[config.mk]
export PLATFORM = sky130hd
export DESIGN_NAME = c_comment_stripper_core_flat
export DESIGN_NICKNAME = d
export VERILOG_FILES = /design/src/rtl/core/ccs_pkg.sv /design/src/rtl/core/ccs_stream_ifs.sv /design/src/rtl/core/ccs_front.sv /design/src/rtl/core/ccs_queue.sv /design/src/rtl/core/ccs_back.sv /design/src/rtl/core/c_comment_stripper_core.sv /design/src/flat_wrapper.sv
export SDC_FILE = /design/constraint.sdc
export NUM_CORES = 1
export LEC_CHECK = 0
export ABC_CLOCK_PERIOD_IN_PS = 2430
export BUFFER_PORTS_ARGS = -buffer_cell sky130_fd_sc_hd__buf_2
export CORE_MARGIN = 2
export CORE_UTILIZATION = 54
export DETAILED_ROUTE_END_ITERATION = 7
export PLACE_DENSITY = 0.75
export SLEW_MARGIN = 10
export SYNTH_ARGS = -nofsm -noshare
export SYNTH_HDL_FRONTEND = slang
export SYNTH_SLANG_ARGS = --single-unit
[constraint.sdc]
create_clock -name clk -period 2.43 [get_ports clk]
set_input_delay 0.1215 -clock clk [delete_from_list [all_inputs] [get_ports clk]]
set_output_delay 0.1215 -clock clk [all_outputs]
set_load 0.02 [all_outputs]
[src/rtl/core/ccs_pkg.sv]
// Shared types and character constants of the comment stripper.
package ccs_pkg;

	localparam logic [7:0] CH_DQUOTE    = 8'h22;
	localparam logic [7:0] CH_SQUOTE    = 8'h27;
	localparam logic [7:0] CH_STAR      = 8'h2A;
	localparam logic [7:0] CH_SLASH     = 8'h2F;
	localparam logic [7:0] CH_NEWLINE   = 8'h0A;
	localparam logic [7:0] CH_BACKSLASH = 8'h5C;

	// One queued job: either a single result, or a slash followed by ch.
	typedef struct packed {
		logic       two;
		logic [7:0] ch;
		logic       has;
		logic       last;
	} entry_t;

	typedef struct packed {
		logic full;
		logic empty;
	} queue_status_t;

endpackage

[src/rtl/core/ccs_stream_ifs.sv]
// Valid/ready stream interfaces for the text input and the stripped output.
interface ccs_in_if;
	logic       valid;
	logic       ready;
	logic [7:0] text_byte;
	logic       end_of_text;

	modport source (output valid, text_byte, end_of_text, input ready);
	modport sink (input valid, text_byte, end_of_text, output ready);
endinterface

interface ccs_out_if;
	logic       valid;
	logic       ready;
	logic [7:0] out_byte;
	logic       has_byte;
	logic       last_of_run;

	modport source (output valid, out_byte, has_byte, last_of_run, input ready);
	modport sink (input valid, out_byte, has_byte, last_of_run, output ready);
endinterface

[src/rtl/core/ccs_front.sv]
// Front end: accepts text beats, tracks the scan mode and queues result jobs.
module ccs_front (
	input  logic                   clk,
	input  logic                   arst_n,
	ccs_in_if.sink                 in_ch,
	input  ccs_pkg::queue_status_t status,
	output logic                   push,
	output ccs_pkg::entry_t        entry
);

	typedef enum logic [6:0] {
		M_NORMAL     = 7'b0000001,
		M_SLASH      = 7'b0000010,
		M_LINE       = 7'b0000100,
		M_BLOCK      = 7'b0001000,
		M_BLOCK_STAR = 7'b0010000,
		M_STRING     = 7'b0100000,
		M_CHAR       = 7'b1000000
	} mode_t;

	mode_t      mode_q, mode_d, mode_c;
	logic       esc_q, esc_d, esc_c;
	logic       emit_c, two_c, accept;
	logic [7:0] b;

	assign b           = in_ch.text_byte;
	assign in_ch.ready = !status.full;
	assign accept      = in_ch.valid && in_ch.ready;

	always_comb begin
		mode_c = mode_q;
		esc_c  = esc_q;
		emit_c = 1'b0;
		two_c  = 1'b0;
		case (mode_q)
			M_SLASH: begin
				if (b == ccs_pkg::CH_SLASH) begin
					mode_c = M_LINE;
				end else if (b == ccs_pkg::CH_STAR) begin
					mode_c = M_BLOCK;
				end else begin
					emit_c = 1'b1;
					two_c  = 1'b1;
					if (b == ccs_pkg::CH_DQUOTE) begin
						mode_c = M_STRING;
						esc_c  = 1'b0;
					end else if (b == ccs_pkg::CH_SQUOTE) begin
						mode_c = M_CHAR;
						esc_c  = 1'b0;
					end else begin
						mode_c = M_NORMAL;
					end
				end
			end
			M_LINE: begin
				if (b == ccs_pkg::CH_NEWLINE) mode_c = M_NORMAL;
			end
			M_BLOCK: begin
				if (b == ccs_pkg::CH_STAR) mode_c = M_BLOCK_STAR;
			end
			M_BLOCK_STAR: begin
				if (b == ccs_pkg::CH_SLASH) mode_c = M_NORMAL;
				else if (b != ccs_pkg::CH_STAR) mode_c = M_BLOCK;
			end
			M_STRING, M_CHAR: begin
				emit_c = 1'b1;
				if (esc_q) begin
					esc_c = 1'b0;
				end else if (b == ccs_pkg::CH_BACKSLASH) begin
					esc_c = 1'b1;
				end else if ((mode_q == M_STRING && b == ccs_pkg::CH_DQUOTE) ||
						(mode_q == M_CHAR && b == ccs_pkg::CH_SQUOTE)) begin
					mode_c = M_NORMAL;
				end
			end
			default: begin
				if (b == ccs_pkg::CH_SLASH) begin
					mode_c = M_SLASH;
				end else begin
					emit_c = 1'b1;
					if (b == ccs_pkg::CH_DQUOTE) begin
						mode_c = M_STRING;
						esc_c  = 1'b0;
					end else if (b == ccs_pkg::CH_SQUOTE) begin
						mode_c = M_CHAR;
						esc_c  = 1'b0;
					end else begin
						mode_c = M_NORMAL;
					end
				end
			end
		endcase
	end

	always_comb begin
		entry.two  = two_c;
		entry.ch   = b;
		entry.has  = emit_c;
		entry.last = in_ch.end_of_text;
		push       = accept && emit_c;
		mode_d     = mode_c;
		esc_d      = esc_c;
		if (in_ch.end_of_text) begin
			push = accept;
			if (mode_c == M_SLASH) begin
				// flush the held slash as the final result
				entry.ch  = ccs_pkg::CH_SLASH;
				entry.has = 1'b1;
			end else if (!emit_c) begin
				entry.ch = 8'h00;
			end
			mode_d = M_NORMAL;
			esc_d  = 1'b0;
		end
	end

	always_ff @(posedge clk or negedge arst_n) begin
		if (!arst_n) begin
			mode_q <= M_NORMAL;
			esc_q  <= 1'b0;
		end else if (accept) begin
			mode_q <= mode_d;
			esc_q  <= esc_d;
		end
	end

endmodule

[src/rtl/core/ccs_queue.sv]
// Short job queue between the front and back ends.
module ccs_queue #(
	parameter int DEPTH = 4
) (
	input  logic                   clk,
	input  logic                   arst_n,
	input  logic                   push,
	input  ccs_pkg::entry_t        wr_entry,
	input  logic                   pop,
	output ccs_pkg::entry_t        head,
	output ccs_pkg::queue_status_t status
);

	localparam int PTR_W = (DEPTH > 1) ? $clog2(DEPTH) : 1;
	localparam int CNT_W = $clog2(DEPTH + 1);

	ccs_pkg::entry_t   mem_q [DEPTH];
	logic [PTR_W-1:0]  wr_ptr_q, rd_ptr_q;
	logic [CNT_W-1:0]  count_q;
	logic              do_push, do_pop;

	assign status.full  = (count_q == CNT_W'(DEPTH));
	assign status.empty = (count_q == '0);
	assign do_push      = push && !status.full;
	assign do_pop       = pop && !status.empty;
	assign head         = mem_q[rd_ptr_q];

	always_ff @(posedge clk) begin
		if (do_push) mem_q[wr_ptr_q] <= wr_entry;
	end

	always_ff @(posedge clk or negedge arst_n) begin
		if (!arst_n) begin
			wr_ptr_q <= '0;
			rd_ptr_q <= '0;
			count_q  <= '0;
		end else begin
			if (do_push) begin
				wr_ptr_q <= (wr_ptr_q == PTR_W'(DEPTH - 1)) ? '0 : wr_ptr_q + 1'b1;
			end
			if (do_pop) begin
				rd_ptr_q <= (rd_ptr_q == PTR_W'(DEPTH - 1)) ? '0 : rd_ptr_q + 1'b1;
			end
			if (do_push && !do_pop) count_q <= count_q + 1'b1;
			else if (do_pop && !do_push) count_q <= count_q - 1'b1;
		end
	end

endmodule

[src/rtl/core/ccs_back.sv]
// Back end: expands queued jobs into output beats through an output register.
module ccs_back (
	input  logic                   clk,
	input  logic                   arst_n,
	input  ccs_pkg::entry_t        head,
	input  ccs_pkg::queue_status_t status,
	output logic                   pop,
	ccs_out_if.source              out_ch
);

	logic       out_valid_q;
	logic [7:0] out_byte_q;
	logic       has_q, last_q;
	logic       pend_q;
	logic [7:0] pend_ch_q;
	logic       pend_last_q;
	logic       advance;

	assign advance = !out_valid_q || out_ch.ready;
	assign pop     = advance && !pend_q && !status.empty;

	assign out_ch.valid       = out_valid_q;
	assign out_ch.out_byte    = out_byte_q;
	assign out_ch.has_byte    = has_q;
	assign out_ch.last_of_run = last_q;

	always_ff @(posedge clk or negedge arst_n) begin
		if (!arst_n) begin
			out_valid_q <= 1'b0;
			pend_q      <= 1'b0;
		end else if (advance) begin
			if (pend_q) begin
				out_valid_q <= 1'b1;
				pend_q      <= 1'b0;
			end else begin
				out_valid_q <= !status.empty;
				pend_q      <= !status.empty && head.two;
			end
		end
	end

	always_ff @(posedge clk) begin
		if (advance) begin
			if (pend_q) begin
				out_byte_q <= pend_ch_q;
				has_q      <= 1'b1;
				last_q     <= pend_last_q;
			end else if (head.two) begin
				// held slash goes first, the byte after it follows
				out_byte_q  <= ccs_pkg::CH_SLASH;
				has_q       <= 1'b1;
				last_q      <= 1'b0;
				pend_ch_q   <= head.ch;
				pend_last_q <= head.last;
			end else begin
				out_byte_q <= head.ch;
				has_q      <= head.has;
				last_q     <= head.last;
			end
		end
	end

endmodule

[src/rtl/core/c_comment_stripper_core.sv]
// Top level of the C/C++ comment stripper: front end, job queue and back end.
//
// Usage: source text enters on in_ch one byte per beat (text_byte), with
// end_of_text set on the final byte of a text. Stripped text leaves on out_ch,
// one byte per beat (out_byte, has_byte = 1); last_of_run marks the final beat
// of a text, which is a bare end marker (has_byte = 0) when the final byte
// yields nothing else. A following byte starts a new text.
// Throughput: one input beat per cycle while in_ch.ready is high. Each byte
// gives zero, one or two output beats; a slash released together with the byte
// after it takes two output beats, and the job queue soaks these up until full.
// Path: an input beat is written into the queue, then into the output
// register, from which it is offered on out_ch.
// Stall: when out_ch.ready is low the output register holds its beat, the
// queue fills, and in_ch.ready drops once QUEUE_DEPTH jobs are waiting.
// Reset (arst_n low): the scan returns to plain text, the queue empties and
// no output beat is offered.
module c_comment_stripper_core #(
	parameter int QUEUE_DEPTH = 4
) (
	input  logic      clk,
	input  logic      arst_n,
	ccs_in_if.sink    in_ch,
	ccs_out_if.source out_ch
);

	ccs_pkg::entry_t        wr_entry, head;
	ccs_pkg::queue_status_t status;
	logic                   push, pop;

	// classify each byte and queue its results
	ccs_front u_front (
		.clk    (clk),
		.arst_n (arst_n),
		.in_ch  (in_ch),
		.status (status),
		.push   (push),
		.entry  (wr_entry)
	);

	// decouple scanning from the output handshake
	ccs_queue #(
		.DEPTH (QUEUE_DEPTH)
	) u_queue (
		.clk      (clk),
		.arst_n   (arst_n),
		.push     (push),
		.wr_entry (wr_entry),
		.pop      (pop),
		.head     (head),
		.status   (status)
	);

	// drive output beats, splitting two-byte jobs
	ccs_back u_back (
		.clk    (clk),
		.arst_n (arst_n),
		.head   (head),
		.status (status),
		.pop    (pop),
		.out_ch (out_ch)
	);

endmodule
[src/flat_wrapper.sv]
// flat-port wrapper written by rule: the top's interface ports become plain ports
module c_comment_stripper_core_flat 
#(
	parameter int QUEUE_DEPTH = 4
)
  (clk, arst_n, in_ch_valid, in_ch_text_byte, in_ch_end_of_text, in_ch_ready, out_ch_valid, out_ch_out_byte, out_ch_has_byte, out_ch_last_of_run, out_ch_ready);
  ccs_in_if in_ch_i ();
  ccs_out_if out_ch_i ();
  input  logic clk;
  input  logic arst_n;
  input wire logic [$bits(in_ch_i.valid)-1:0] in_ch_valid;
  input wire logic [$bits(in_ch_i.text_byte)-1:0] in_ch_text_byte;
  input wire logic [$bits(in_ch_i.end_of_text)-1:0] in_ch_end_of_text;
  output wire logic [$bits(in_ch_i.ready)-1:0] in_ch_ready;
  output wire logic [$bits(out_ch_i.valid)-1:0] out_ch_valid;
  output wire logic [$bits(out_ch_i.out_byte)-1:0] out_ch_out_byte;
  output wire logic [$bits(out_ch_i.has_byte)-1:0] out_ch_has_byte;
  output wire logic [$bits(out_ch_i.last_of_run)-1:0] out_ch_last_of_run;
  input wire logic [$bits(out_ch_i.ready)-1:0] out_ch_ready;
  assign in_ch_i.valid = in_ch_valid;
  assign in_ch_i.text_byte = in_ch_text_byte;
  assign in_ch_i.end_of_text = in_ch_end_of_text;
  assign in_ch_ready = in_ch_i.ready;
  assign out_ch_valid = out_ch_i.valid;
  assign out_ch_out_byte = out_ch_i.out_byte;
  assign out_ch_has_byte = out_ch_i.has_byte;
  assign out_ch_last_of_run = out_ch_i.last_of_run;
  assign out_ch_i.ready = out_ch_ready;
  c_comment_stripper_core #(.QUEUE_DEPTH(QUEUE_DEPTH)) u_core (.clk(clk), .arst_n(arst_n), .in_ch(in_ch_i), .out_ch(out_ch_i));
endmodule
After elaboration in Yosys (flattened, before gate mapping)
Memory sizes are Yosys's and may differ from the RTL's. Cells that the tools add are included.

Add/sub/neg operators: 4. Equal/unequal tests: 21. Mux-type cells: 45. Bitwise logic cells: 1. Reductions and logical operators: 26.

Operators with widths (count): 7-bit two-way mux (13); 7-bit one-hot mux with 5 select lines (1); 8-bit by 6-bit equality test with 1-bit output, second input constant (4); 8-bit two-way mux (4); 1-bit two-way mux (20); 7-bit by 2-bit equality test with 1-bit output, second input constant (2); 1-bit logical AND (11); 9-bit two-way mux (1); 8-bit by 4-bit equality test with 1-bit output, second input constant (1); 8-bit by 7-bit equality test with 1-bit output, second input constant (1); 8-bit by 6-bit != test with 1-bit output, second input constant (1); 7-bit by 3-bit equality test with 1-bit output, second input constant (1); 7-bit by 4-bit equality test with 1-bit output, second input constant (1); 7-bit by 5-bit equality test with 1-bit output, second input constant (1); 7-bit by 6-bit equality test with 1-bit output, second input constant (1); 7-bit equality test, second input constant (1); 1-bit zero test (6); 3-bit two-way mux (2); 3-bit != test, second input constant (2); 1-bit one-hot mux with 3 select lines (2); 5-bit AND reduction (1); 2-bit by 1-bit adder with 2-bit output, second input constant (2); 2-bit equality test, second input constant (2); 2-bit two-way mux (2); other kinds (12) (14).

Register bits after elaboration: 36. Bits in writable memories: 44. Output and inout port bits: 12. Word-level logic and storage cells: 110. Memories kept: 1.

Memories: u_core.u_queue.mem_q (words 4, bits a word 11, rd ports 1, clocked after memory_dff 0, wr ports 1, line ccs_queue.sv:17) `ccs_pkg::entry_t mem_q [DEPTH];`.

Depth between registers and ports, before layout
Word-level depth: 11. Gate-level depth with buffers: 11. Depth with buffers taken out: 10.

Modules after synthesis
A second synthesis with hierarchy kept.

Cells, all modules: 266. Area, all modules: 3744.8 um^2.

Modules (own cells, without submodules): ccs_queue (instances 1, cells each 94, area each 2028.2 um^2, seq. area each 1496.4 um^2); ccs_front (instances 1, cells each 117, area each 903.4 um^2, seq. area each 201.4 um^2); ccs_back (instances 1, cells each 55, area each 813.3 um^2, seq. area each 620.6 um^2).

Least setup slack after synthesis
No wires, ideal clock.

Kind: register -> register. Start: reg u_core.u_front.mode_q[4]. End: reg u_core.u_queue.count_q[1]. Library setup time: 125 ps. Data arrival time: 2389 ps. Required time: 2305 ps. Setup slack: -83 ps. Cell stages (with the launch flop): 10. Buffers on the path: 1. Period minus slack after synthesis: 2513 ps. Path through: dfrtp_1 -> clkbuf_1 -> nor3_1 -> nand4b_1 -> o221ai_4 -> a21oi_4 -> ha_1 -> inv_1 -> fa_1 -> mux2_2.

Cells in the longest elaborated chain, start to end: 9. Elaborated cells between the ends (all ways): 17. Classes of those cells: eq/ne: 6; mux: 3; reduce/logical: 8.

RTL lines: start, declared (line ccs_front.sv:21) `mode_t mode_q, mode_d, mode_c;`; start signal, assigned (line ccs_front.sv:122) `mode_q <= mode_d;`; 7-bit by 5-bit equality test with 1-bit output (tied with other cells) (line ccs_front.sv:35) `case (mode_q)`; 3-bit OR reduction (no line) or 2-bit OR reduction (tied branches); 1-bit one-hot mux with 3 select lines * (line ccs_front.sv:35); 1-bit logical AND * (line ccs_front.sv:100) `push = accept && emit_c;`; 1-bit two-way mux * (line ccs_front.sv:103) `if (in_ch.end_of_text) begin`; 1-bit logical AND * (line ccs_queue.sv:24) `assign do_push = push && !status.full;`; net u_core.u_queue.do_push (line ccs_queue.sv:20) `logic do_push, do_pop;`; 1-bit zero test (line ccs_queue.sv:45) `else if (do_pop && !do_push) count_q <= count_q - 1'b1;`; 1-bit logical AND (line ccs_queue.sv:45); 2-bit nonzero test (no line); end signal, assigned (line ccs_queue.sv:44) `if (do_push && !do_pop) count_q <= count_q + 1'b1;`; end signal, assigned (line ccs_queue.sv:45); end, declared (line ccs_queue.sv:19) `logic [CNT_W-1:0] count_q;`.

The timed path passes the listed nets; every way through them passes the cells marked *. A chain may end at the register's enable or synchronous reset.

Final worst setup path
Start: reg u_core.u_front.mode_q[0]. End: reg u_core.u_queue.count_q[1].

The elaborated chain is that of the path after synthesis.

==> results.txt <==
The layout filler cell count is 497. The first routing iteration left 193 violations. The leakage power total came out at 1.63 nW. The antenna cell count is 0. The power share of the sequential group is 47.4%.

The end of the worst register-to-register path is u_core.u_queue.count_q[1]$_DFFE_PN0P_. The maximum net fanout on the critical path is 6. The via count of the first global-routing pass is 2,416.

The top cell types in the final layout, fill and taps aside, are 63 x edfxtp_1, 28 x buf_4, 24 x buf_2. The post-synthesis area per instance came out at 13.7 sq um. The startpoint identified for the worst register-to-register timing path is u_core.u_front.mode_q[0]$_DFFE_PN1P_.

For flop-to-flop paths, the worst setup slack is 130 ps. Synthesis handed over a netlist of 273 instances. The H-tree level count is 3. The number of antenna violations at the first check in global routing was 0. Yosys mapped a number of flops with a built-in enable equal to 63. The total power density per cell area is 978 nW/um^2. The biggest cell delay along the critical path is 600 ps. The critical path goes through nor2_2 -> a31oi_1 -> a21oi_4 -> ha_2 -> inv_1 -> fa_2 -> mux2_2. The clock period could shrink to 2300 ps. The worst setup path is captured at a flip-flop. The die footprint came out at 7610 sq um. The internal portion of total power is 0.00296 W. The worst hold path begins at in_ch_text_byte[2]. The final clock skew is 10.3 ps.

The floorplan step set the die height to 87.2 microns. The width of the die is 87.2 microns. In this run, placement finished with an instance count of 393.

The number of rows in the core area is 30. The hold violation total from the final report came out at 0. The register bit count reported by yosys is 80. The worst path meets setup with 132 ps of slack. The global route total overflow is 0.

In the routed design, unresolved DRC markers number 0. The net count of the finished layout is 350. Leaving out fill and tap cells, the most frequent cell in the layout is edfxtp_1.

The number of cells on the worst reg-to-reg path is 7. The worst-case vdd ir drop is 0.339 mV. The worst-path cell with the longest stage delay is dfstp_2. The buffer depth of the longest clock path came out at 2. The destination of the worst hold path is u_core.u_front.mode_q[5]$_DFFE_PN0P_. Routability-driven placement finished with a final weighted congestion of 0.960. The core utilization of the finished layout is 65.6%. The clock net in this run drives a total of 80 sinks.

Combinational cells account for 32.9% of the total power. The flow ran to the end, and the final reports show no timing, DRC or antenna violations. In this run the tool buffered the top-level ports with 24 buffer cells. The total iterations of the first detailed-routing run came out at 4. The net load switching power came out at 0.00137 W.

The fraction of final layout cells with drive strength greater than 1 is 33.4%. The number of buffers added by the clock tree synthesis step came out at 9. The count of nets left with antenna violations once routing finished came out at 0. The placeable core region is 6760 sq um. Setup violations remaining at the end of the flow were counted as 0.

TritonCTS built the clock tree. The switching portion of total power came out at 31.6%. Derived from the worst setup path, the maximum achievable clock frequency is 0.435 GHz. The later-pin clock latency in the skew report is 340 ps.

The synthesis-to-finish area growth came out at 18.5%. The max-capacitance violation count is 0. The worst hold path cell count is 2.

After detailed routing, the average wire length per cell comes to 16.7 microns. The mapped cell area is 3740 sq um. The buffer cell driving the clock tree root is clkbuf_8. Once detailed placement completed, the half-perimeter wirelength came to 4940 microns. The clock group share of total power came out at 19.7%.

The aggregate routed wire length is 6910 microns. The net count after synthesis came out at 293. The pin count of the biggest net entering global routing is 22. The clock transition time at the flip-flop clock pins of the worst setup and hold paths is 90 ps. The worst setup path is launched from a flip-flop. For this run, the number of standard cells in the final layout without fillers is 415. The count of yosys warnings during synthesis is 0. The portion of the clock cycle consumed by the worst path in the final layout is 94.6%. The first-pass GRT wire length is 11,500 microns. The count of final max-slew check failures is 0. After synthesis, the share of flip-flops with an asynchronous set or reset is 21.3%.

Setup total negative slack on the finished layout was measured at 0 ps. The number of I/O pins came out at 25. The effective utilization at floorplan is 55.4%. The vias per cell came out at 5.83. In the synthesized netlist the dominant register cell turns out to be edfxtp_1. The worst setup timing slack at the placement stage is -9.06 ps. The actual transition at the worst max-transition pin came out at 543 ps. The data arrival at the endpoint of the critical path came out at 2530 ps.

The data required time at the worst endpoint came out at 2660 ps. Setup repair after global routing left no endpoint under its margin. The path type of the worst setup path is reg2reg. The type of the most critical hold path is in2reg. The total global-route track usage came out at 20.3%.

Of the synthesized area, sequential elements account for 62.0%. The max-slew headroom at the worst pin came out at 63.5%. The total via count after detailed routing is 2,419. The number of different library cells used by synthesis comes to 54.
per-layer routing:
metal  part of all wire, %  track usage, %  vias up
met2                    49            32.9       92
met1                    43            26.9     1154
met5                     0               0        -
met4                   1.6            8.25        0
li1                      -               -     1163
met3                   6.2            4.27       10
sequential cells by signal, summed over array words and instances, names as in the netlist:
register / cells
u_core.u_queue.mem_q: 44
u_core.u_back.out_ch.out_byte: 8
u_core.u_back.pend_ch_q: 8
u_core.u_front.mode_q: 7
u_core.u_queue.count_q: 3
u_core.u_queue.rd_ptr_q: 2
u_core.u_queue.wr_ptr_q: 2
u_core.u_back.out_ch.has_byte: 1
u_core.u_back.out_ch.last_of_run: 1
u_core.u_back.out_ch.valid: 1
u_core.u_back.pend_last_q: 1
u_core.u_back.pend_q: 1
u_core.u_front.esc_q: 1
power by group through the flow:
stage | Combinational (W) | Clock, W | Sequential, W
final | 0.00143 | 0.000853 | 0.00205
after global routing | 0.00160 | 0.000926 | 0.00210
after CTS | 0.00144 | 0.000877 | 0.00206
after detailed placement | 0.00143 | 0 | 0.00209
after global placement | 0.00140 | 0 | 0.00207
after floorplan | 0.000871 | 0 | 0.00218
cell type report:
class	instances	area, sq um	area share, %
Inverter	8	30.0	0.678
Tap cell	80	100	2.26
Timing Repair Buffer	58	425	9.60
Clock buffer	9	124	2.80
Clock inverter	7	53.8	1.21
Sequential cell	80	2320	52.5
Multi-Input combinational cell	173	1370	31.0
how the worst max path moves through the flow:
stage / startpoint / to / slack [ps] / depth (start not counted)
after CTS: u_core.u_front.mode_q[3]$_DFFE_PN0P_ / u_core.u_queue.count_q[2]$_DFFE_PN0P_ / 30 / 10
after global placement: in_ch_text_byte[6] / u_core.u_queue.count_q[1]$_DFFE_PN0P_ / -7 / 10
after detailed placement: in_ch_text_byte[6] / u_core.u_queue.count_q[1]$_DFFE_PN0P_ / -9 / 10
after floorplan: u_core.u_queue.count_q[0]$_DFFE_PN0P_ / u_core.u_queue.count_q[1]$_DFFE_PN0P_ / 20 / 8
after global routing: u_core.u_front.mode_q[6]$_DFFE_PN0P_ / u_core.u_queue.count_q[1]$_DFFE_PN0P_ / 8 / 9
final: u_core.u_front.mode_q[0]$_DFFE_PN1P_ / u_core.u_queue.count_q[1]$_DFFE_PN0P_ / 130 / 7
synth_stat cells (2+ instances only):
library cell	n	area share (%)
a31oi_1	2	0.33
clkbuf_1	9	0.90
a21o_1	5	1.0
o21ai_0	17	2.3
mux2_4	2	0.80
nand2b_1	4	0.67
a21boi_0	2	0.40
or3_1	3	0.50
inv_1	8	0.80
o22ai_1	2	0.33
nand4b_1	2	0.47
nor2_1	20	2.0
nor4b_1	2	0.47
mux4_2	11	6.6
or3b_2	2	0.47
nand2_1	22	2.2
o41ai_1	2	0.47
mux2_2	3	0.90
nand4_1	4	0.67
a22o_1	3	0.70
nor3_1	8	1.1
dfrtp_1	16	11
nand3_1	6	0.80
a21oi_1	2	0.27
xor2_1	6	1.4
nor4_1	4	0.67
nor2b_1	3	0.50
and2_1	8	1.3
or4b_2	2	0.54
ha_1	6	2.0
o2111ai_1	2	0.47
edfxtp_1	63	51
metrics by stage:
stage | total power (W) | hold slack [ps] | cell area (sq um)
4_1_cts | 0.00437 | 89.1 | 4370
5_1_grt | 0.00462 | 105 | 4430
6_report | 0.00433 | 104 | 4430
2_1_floorplan | 0.00305 | -174 | 3760
3_3_place_gp | 0.00347 | 69.9 | 4180
3_5_place_dp | 0.00352 | 84.3 | 4180
critical path: cells and delay by family (launching register included):
kind                     cells  cell delay [ps]
AND/OR/NAND/NOR              1               90
AO/OA/AOI/OAI                2              550
flip-flops                   1              600
buffers and inverters        1               70
adder cells (fa/ha/maj)      2              630
multiplexers                 1              260
kinds of logic (layout without fill, tap and decap cells):
group                      Yosys count  count (layout)  synth area share, %
AOI/OAI and AO/OA                   44              44                 8.50
xor gates and xnor gates             7               7                 1.64
adders and majority gates            7               7                 2.54
buffers and inverters               20              82                 2.24
DFF                                 80              80                 62.0
muxes                               17              17                 8.60
and+or+nand+nor                     98              98                 14.5
repair_timing:
| action | CTS | global route |
|---|---|---|
| hold endpoints to repair | 16 | 0 |
| hold buffers | 1 | 0 |
| setup buffers | 0 | 5 |
| resized for setup | 0 | 11 |
| setup endpoints to repair | 0 | 2 |
Power figures use the tool's default switching activity.
